[config.mk]
export PLATFORM = sky130hd
export DESIGN_NAME = dpd_slicer_flat
export DESIGN_NICKNAME = d
export VERILOG_FILES = /design/src/sv/dpd_pkg.sv /design/src/sv/dpd_ifs.sv /design/src/sv/dpd_slicer.sv /design/src/flat_wrapper.sv
export SDC_FILE = /design/constraint.sdc
export NUM_CORES = 1
export LEC_CHECK = 0
export ABC_AREA = 1
export BUFFER_PORTS_ARGS = -buffer_cell sky130_fd_sc_hd__buf_4
export CAP_MARGIN = 25
export CORE_ASPECT_RATIO = 2
export CORE_MARGIN = 5
export CORE_UTILIZATION = 55
export CTS_BUF_LIST = sky130_fd_sc_hd__clkbuf_16
export CTS_CLUSTER_SIZE = 10
export DETAILED_ROUTE_END_ITERATION = 10
export PLACE_DENSITY_LB_ADDON = 0.08
export SETUP_SLACK_MARGIN = 0.4
export SLEW_MARGIN = 5
export SYNTH_ARGS = -nofsm -noshare
export SYNTH_HDL_FRONTEND = slang
export SYNTH_SLANG_ARGS = --single-unit
[constraint.sdc]
create_clock -name clk -period 18.2 [get_ports clk]
set_clock_uncertainty 0.05 [all_clocks]
set_input_delay 3.64 -clock clk [delete_from_list [all_inputs] [get_ports clk]]
set_output_delay 3.64 -clock clk [all_outputs]
set_load 0.01 [all_outputs]
[src/sv/dpd_pkg.sv]
// ----------------------------------------------------------------------------
// dpd_pkg
// Shared types, format constants and small helpers of the packet deframer.
// ----------------------------------------------------------------------------
package dpd_pkg;

    // width of in-packet offsets and byte counts (longest packet is 2064 bytes)
    localparam int REL_W      = 12;
    localparam int CFG_IDX_W  = 2;
    localparam int CFG_DATA_W = 8;
    localparam int SLICE_BYTES = 64;
    localparam int SLICE_W    = SLICE_BYTES * 8;

    // packet format codes
    localparam logic [1:0] MODE_SPEC512 = 2'd0;
    localparam logic [1:0] MODE_SPEC16  = 2'd1;
    localparam logic [1:0] MODE_WAVE    = 2'd2;

    // register indexes
    localparam logic [CFG_IDX_W-1:0] REG_MODE    = 2'd0;
    localparam logic [CFG_IDX_W-1:0] REG_TAG     = 2'd1;
    localparam logic [CFG_IDX_W-1:0] REG_CAPTURE = 2'd2;

    // header / tail patterns
    localparam logic [7:0]  HEAD_B0   = 8'haa;
    localparam logic [7:0]  HEAD_B1   = 8'hbb;
    localparam logic [31:0] TAIL_LONG = 32'hccdd0000;
    localparam logic [15:0] TAIL_SHORT = 16'hccdd;

    // spectrum formats
    localparam logic [REL_W-1:0] SPEC_HLEN     = 12'd4;
    localparam logic [REL_W-1:0] SPEC512_PLEN  = 12'd2064;
    localparam logic [REL_W-1:0] SPEC16_PLEN   = 12'd80;
    localparam logic [REL_W-1:0] SPEC_FLD_OFF  = 12'd4;
    localparam logic [REL_W-1:0] SPEC_FLD_END  = 12'd12;
    localparam logic [REL_W-1:0] SPEC_PAY_OFF  = 12'd12;
    // waveform format
    localparam logic [REL_W-1:0] WAVE_HLEN     = 12'd2;
    localparam logic [REL_W-1:0] WAVE_PLEN     = 12'd2056;
    localparam logic [REL_W-1:0] WAVE_FLD_OFF  = 12'd2;
    localparam logic [REL_W-1:0] WAVE_FLD_END  = 12'd6;
    localparam logic [REL_W-1:0] WAVE_PAY_OFF  = 12'd6;

    // slice builder control and status
    typedef struct packed {
        logic push;
        logic last;
        logic clear;
    } slc_ctl_t;

    typedef struct packed {
        logic can_issue;
        logic last_sent;
    } slc_stat_t;

    // header byte expected at match position k
    function automatic logic [7:0] head_byte(input logic [1:0] k);
        logic [7:0] b;
        unique case (k)
            2'd0:    b = HEAD_B0;
            2'd1:    b = HEAD_B1;
            default: b = 8'h00;
        endcase
        return b;
    endfunction

    // sliding header match step; header has no self overlap
    function automatic logic [1:0] head_step(input logic [1:0] k, input logic [7:0] b);
        logic [1:0] n;
        if (b == head_byte(k))
            n = k + 2'd1;
        else if (b == HEAD_B0)
            n = 2'd1;
        else
            n = 2'd0;
        return n;
    endfunction

    // channel 1-16 from lowest set mask bit, 0 if none
    function automatic logic [4:0] lowest_channel(input logic [15:0] mask);
        logic [4:0] ch;
        ch = 5'd0;
        for (int b = 15; b >= 0; b--) begin
            if (mask[b])
                ch = 5'(b + 1);
        end
        return ch;
    endfunction

endpackage

[src/sv/dpd_ifs.sv]


interface dpd_result_if;
    logic        valid;
    logic        ready;
    logic [63:0] payload_0;
    logic [63:0] payload_1;
    logic [63:0] payload_2;
    logic [63:0] payload_3;
    logic [63:0] payload_4;
    logic [63:0] payload_5;
    logic [63:0] payload_6;
    logic [63:0] payload_7;
    logic [4:0]  channel_number;
    logic [31:0] timestamp;
    logic [1:0]  detector_id;
    logic        last_of_run;

    modport source (output valid, output payload_0, output payload_1, output payload_2,
                    output payload_3, output payload_4, output payload_5, output payload_6,
                    output payload_7, output channel_number, output timestamp,
                    output detector_id, output last_of_run, input ready);
    modport sink   (input valid, input payload_0, input payload_1, input payload_2,
                    input payload_3, input payload_4, input payload_5, input payload_6,
                    input payload_7, input channel_number, input timestamp,
                    input detector_id, input last_of_run, output ready);
endinterface


[src/sv/dpd_slicer.sv]
// ----------------------------------------------------------------------------
// dpd_slicer
// Packs payload bytes into 64-byte slices and holds the result word register.
// ----------------------------------------------------------------------------
module dpd_slicer (
    input  logic              clk,
    input  logic              rst_n,
    input  dpd_pkg::slc_ctl_t ctl,
    input  logic [7:0]        pay_byte,
    input  logic [4:0]        channel,
    input  logic [31:0]       stamp,
    input  logic [1:0]        tag,
    output dpd_pkg::slc_stat_t stat,
    dpd_result_if.source      res
);

    logic [dpd_pkg::SLICE_W-1:0] acc_reg, acc_next;
    logic [5:0]  bcnt_reg, bcnt_next;
    logic        full_reg, full_next;
    logic        full_last_reg, full_last_next;
    logic        out_valid_reg, out_valid_next;
    logic [63:0] pay_reg [8];
    logic [4:0]  ch_reg;
    logic [31:0] ts_reg;
    logic [1:0]  id_reg;
    logic        last_reg;
    logic        move;

    // slice moves to the word register when that is free or being taken
    assign move = full_reg && (!out_valid_reg || res.ready);

    always_comb
    begin
        acc_next       = acc_reg;
        bcnt_next      = bcnt_reg;
        full_next      = full_reg;
        full_last_next = full_last_reg;
        out_valid_next = out_valid_reg;

        // output word handshake
        if (move)
        begin
            out_valid_next = 1'b1;
            full_next      = 1'b0;
        end
        else if (res.ready)
            out_valid_next = 1'b0;

        // byte arrival
        if (ctl.push)
        begin
            acc_next  = {acc_reg[dpd_pkg::SLICE_W-9:0], pay_byte};
            bcnt_next = bcnt_reg + 6'd1;
            if (bcnt_reg == 6'd63)
            begin
                full_next      = 1'b1;
                full_last_next = ctl.last;
            end
        end

        if (ctl.clear)
        begin
            bcnt_next = 6'd0;
            full_next = 1'b0;
        end
    end

    assign stat.can_issue = !full_reg && !(ctl.push && bcnt_reg == 6'd63);
    assign stat.last_sent = move && full_last_reg;

    // control registers
    always_ff @(posedge clk or negedge rst_n)
    begin
        if (!rst_n)
        begin
            bcnt_reg      <= 6'd0;
            full_reg      <= 1'b0;
            full_last_reg <= 1'b0;
            out_valid_reg <= 1'b0;
        end
        else
        begin
            bcnt_reg      <= bcnt_next;
            full_reg      <= full_next;
            full_last_reg <= full_last_next;
            out_valid_reg <= out_valid_next;
        end
    end

    // payload registers
    always_ff @(posedge clk)
    begin
        acc_reg <= acc_next;
        if (move)
        begin
            for (int w = 0; w < 8; w++)
                pay_reg[w] <= acc_reg[dpd_pkg::SLICE_W-1-64*w -: 64];
            ch_reg   <= channel;
            ts_reg   <= stamp;
            id_reg   <= tag;
            last_reg <= full_last_reg;
        end
    end

    assign res.valid          = out_valid_reg;
    assign res.payload_0      = pay_reg[0];
    assign res.payload_1      = pay_reg[1];
    assign res.payload_2      = pay_reg[2];
    assign res.payload_3      = pay_reg[3];
    assign res.payload_4      = pay_reg[4];
    assign res.payload_5      = pay_reg[5];
    assign res.payload_6      = pay_reg[6];
    assign res.payload_7      = pay_reg[7];
    assign res.channel_number = ch_reg;
    assign res.timestamp      = ts_reg;
    assign res.detector_id    = id_reg;
    assign res.last_of_run    = last_reg;

endmodule

[src/flat_wrapper.sv]
// flat-port wrapper written by rule: the top's interface ports become plain ports
module dpd_slicer_flat 
  (clk, rst_n, ctl, pay_byte, channel, stamp, tag, stat, res_valid, res_payload_0, res_payload_1, res_payload_2, res_payload_3, res_payload_4, res_payload_5, res_payload_6, res_payload_7, res_channel_number, res_timestamp, res_detector_id, res_last_of_run, res_ready);
  dpd_result_if res_i ();
  input  logic clk;
  input  logic rst_n;
  input  dpd_pkg::slc_ctl_t ctl;
  input  logic [7:0] pay_byte;
  input  logic [4:0] channel;
  input  logic [31:0] stamp;
  input  logic [1:0] tag;
  output dpd_pkg::slc_stat_t stat;
  output wire logic [$bits(res_i.valid)-1:0] res_valid;
  output wire logic [$bits(res_i.payload_0)-1:0] res_payload_0;
  output wire logic [$bits(res_i.payload_1)-1:0] res_payload_1;
  output wire logic [$bits(res_i.payload_2)-1:0] res_payload_2;
  output wire logic [$bits(res_i.payload_3)-1:0] res_payload_3;
  output wire logic [$bits(res_i.payload_4)-1:0] res_payload_4;
  output wire logic [$bits(res_i.payload_5)-1:0] res_payload_5;
  output wire logic [$bits(res_i.payload_6)-1:0] res_payload_6;
  output wire logic [$bits(res_i.payload_7)-1:0] res_payload_7;
  output wire logic [$bits(res_i.channel_number)-1:0] res_channel_number;
  output wire logic [$bits(res_i.timestamp)-1:0] res_timestamp;
  output wire logic [$bits(res_i.detector_id)-1:0] res_detector_id;
  output wire logic [$bits(res_i.last_of_run)-1:0] res_last_of_run;
  input wire logic [$bits(res_i.ready)-1:0] res_ready;
  assign res_valid = res_i.valid;
  assign res_payload_0 = res_i.payload_0;
  assign res_payload_1 = res_i.payload_1;
  assign res_payload_2 = res_i.payload_2;
  assign res_payload_3 = res_i.payload_3;
  assign res_payload_4 = res_i.payload_4;
  assign res_payload_5 = res_i.payload_5;
  assign res_payload_6 = res_i.payload_6;
  assign res_payload_7 = res_i.payload_7;
  assign res_channel_number = res_i.channel_number;
  assign res_timestamp = res_i.timestamp;
  assign res_detector_id = res_i.detector_id;
  assign res_last_of_run = res_i.last_of_run;
  assign res_i.ready = res_ready;
  dpd_slicer u_core (.clk(clk), .rst_n(rst_n), .ctl(ctl), .pay_byte(pay_byte), .channel(channel), .stamp(stamp), .tag(tag), .stat(stat), .res(res_i));
endmodule
==> Word level (Yosys, flattened, before mapping) <==
Memory sizes are Yosys's and may differ from the RTL's.
Index checks and enable logic that the tools add are counted.
{ "op_classes": {"n_reduce_logical": 11, "n_addsub": 1, "n_eq_ne": 1, "mux": 10} }
{ "ops": {"columns": ["cell", "n"], "rows": [
  ["$mux W6", 2],
  ["$mux W1", 8],
  ["$add A6 B1 Y6 const B", 1],
  ["$eq A6 B6 Y1 const B", 1],
  ["$logic_and A1 B1 Y1", 4],
  ["$reduce_bool A2 Y1", 2],
  ["$logic_not A1 Y1", 3],
  ["$reduce_and A2 Y1", 1],
  ["$logic_or A1 B1 Y1", 1]
]} }
{ "word_totals": {"elab_cells": 33, "ff_bits": 561, "n_memories": 1, "in_bits": 53, "mem_bits_rw": 512} }
{ "memory_table": {"columns": ["name", "words", "width", "read_ports", "rd_ports_with_merged_regs", "wr", "line_no", "source"], "rows": [
  ["u_core.pay_reg", 8, 64, 8, 0, 8, "dpd_slicer.sv:22", "logic [63:0] pay_reg [8];"]
]} }

==> Longest topological paths before layout <==
{ "depth": {"depth_word": 7, "ltp_mapped": 6, "ltp_nobuf": 6} }

==> Worst setup path after synthesis <==
OpenSTA, ideal clock, no wires.
{ "synth_path": {"path_type": "in2reg", "from": "input port res_ready", "to": "memory u_core.pay_reg[0][0] (enable)", "arrival_time_ns": 14.434, "cell_stages": 4, "n_path_buf": 0, "t_required_ns": 17.251, "setup_slack_ns": 2.817, "path_cell_list": "inv_1 nand2_1 nand2_1 inv_1"} }
{ "synth_rtl": {"columns": ["item", "line_no", "source"], "rows": [
  ["start: declaration", "flat_wrapper.sv:26", "input wire logic [$bits(res_i.ready)-1:0] res_ready;"],
  ["end: declaration", "dpd_slicer.sv:22", null]
]} }

==> metrics.cfg <==
[outcome]
status=complete, no violations

[clock_network]
cts_root_buf=clkbuf_16
clk_pin_slew_ps=50
cts_max_level=3
cts_tree=built
cts_sinks=1073
cts_resized=0
post_cts_buffers=0
cts_buffers=117
cts_buffer_depth=3
insertion_delay_ps=640
hold_buffers=0

[cells_and_area]
drive_above_1_share_pct=39.5
final_cell_count_no_fill=2659
mostFrequentLayoutCells=1,064 x edfxtp_1, 618 x buf_4, 120 x clkbuf_16, 33 x inv_1, 15 x nand2_1
final_common_cell=edfxtp_1
fin_util_pct=70.1
antennaDiodeCount=0
syn_to_final_growth_pct=27.1
layout.nets=1920

[min_path]
worstHoldStart=u_core.acc_reg[509]
hold_depth=0
min_path_type=flop to flop
holdPathEnd=u_core.pay_reg[0][61]

[synth]
synth_top_area_share_pct=98.6
synth.yosys.seq_area_share_pct=99.2
syn_inst=1127
synth.avg_cell_area_sq_um=28.8
syn_area_sq_mm=0.0324
synth_seq_cells=1073
synthDistinctLibCells=13
ys_top_cells_by_area=edfxtp_1 99%, dfrtp_1 0.69%, nand2_1 0.17%
yosys_warnings=0
synth_top_cell_by_area=edfxtp_1
synth_nets=1181

[placed_design]
port_buffers=607
hpwl_um=43600
dp_cells=2515
pre_cts_slack_ps=10080
gp_congestion=0.838

[job]
drv_cap=0

[sta]
period_minus_slack_ps=8120
slew_violations=0
clock.fmax_mhz=123
setup_viol=0
worst_pin_slew_ps=976
holdWs_ps=365
hold_viol=0
setup_tns_ps=0
setup_slack_ps=10080
rsz0062_at_grt=false
min_period_over_period_pct=44.6
slew_headroom_pct=34.9

[drt]
routed_wl_um=65300
drt_iter0_markers=1198
drc=0
drt_first_pass_iters=5
vias=13608
viasPerCell=5.12
antenna_left=0
wl_per_cell_um=24.6

[die]
rows=126
start_util_pct=55.1
die_area_sq_mm=0.0642
die_h_um=353
io_pins=608
die_w_um=182
placeableCoreArea_sq_mm=0.0588

[power_and_ir_drop]
vdd_drop_max_mv=0.0902
seq_power_share_pct=58.3
power_leakage_uw=0.0148
p_int_uw=3960
power_density_mw_per_mm2=118
swShare_pct=18.6
combPwrFrac_pct=0.8
switchingPower_uw=903
pwr-share-clk_pct=40.9

[global_route]
grt_pass1_vias=14363
grtUsageTotal_pct=19.9
antenna_found_initial=0
grt_max_degree=154
grt_pass1_wl_um=94900
grt-ovfl-total=0

[critical_path]
critical_path.max_stage_delay_ps=280
cp_cell_sequence=buf_8 -> nand3_1 -> nand2_1 -> inv_1 -> buf_4
rr_endpoint=u_core.pay_reg[0][117]
startpoint_type=input pin
end_kind=output pin
arrival_ps=4430
r2r-start=u_core.res.valid
worstRegToRegCells=5
crit_slowest_cell=nand3_1
cp.required_ps=14510
r2r_slack_ps=14690
criticalPathCategory=input pin to output pin
critPathMaxFanout=20

==> how the worst max path moves through the flow <==
| stage | from | endpoint | slack [ps] | depth (start not counted) |
|---|---|---|---|---|
| floorplan | res_ready | u_core.pay_reg[0][0] | 2820 | 4 |
| global placement | ctl[2] | stat[1] | 10090 | 5 |
| detailed placement | ctl[2] | stat[1] | 10080 | 5 |
| CTS | ctl[2] | stat[1] | 10080 | 5 |
| global route | ctl[2] | stat[1] | 10040 | 5 |
| finish | ctl[2] | stat[1] | 10080 | 5 |
==> power groups by stage <==
stage	logic [uW]	registers (uW)	clock network, uW
2_1_floorplan	5.27	2870	0
3_3_place_gp	38.3	2880	0
3_5_place_dp	40.9	2890	0
4_1_cts	40.7	2840	2050
5_1_grt	43.5	2840	2150
6_report	39.6	2840	1990
==> worst max-delay path: cells and delay by family <==
| kind | cells | cell delay, ps |
|---|---|---|
| buf+inv | 3 | 360 |
| simple gates | 2 | 410 |
==> routing by layer <==
metal,track usage (%),wire length [um],up-vias
li1,-,-,5977
met1,23.1,22800,6902
met2,33.4,33300,646
met3,9.06,7860,83
met4,5.92,1330,0
met5,0,0,-
==> Yosys cell counts (all sizes together) <==
cell	count
edfxtp	1064
nand2	15
inv	14
dfrtp	9
nand3	9
nor2	7
a21oi	4
o21ai	3
ha	1
nand4	1
==> stage by stage <==
step	total power (uW)	area (sq um)
after global routing	5040	41200
after floorplan	2870	32400
final	4870	41200
after global placement	2920	38100
after detailed placement	2930	38100
after CTS	4930	41200
==> final cells by class <==
type | count | area (sq um)
Clock buffer | 120 | 3000
Clock inverter | 24 | 131
Fill cell | 3563 | 17600
Inverter | 14 | 60.1
Multi-Input combinational cell | 40 | 191
Sequential cell | 1073 | 32200
Tap cell | 768 | 961
Timing Repair Buffer | 620 | 4670
==> logic make-up (layout without fill, tap and decap cells) <==
| family | count (synthesis) | count (layout) | share of synthesized area, % |
|---|---|---|---|
| adders and majority gates | 1 | 1 | 0.0386 |
| and+or+nand+nor | 32 | 32 | 0.444 |
| AOI/OAI and AO/OA | 7 | 7 | 0.108 |
| buffers and inverters | 14 | 778 | 0.162 |
| DFF | 1073 | 1073 | 99.2 |
Power figures use the tool's default switching activity.
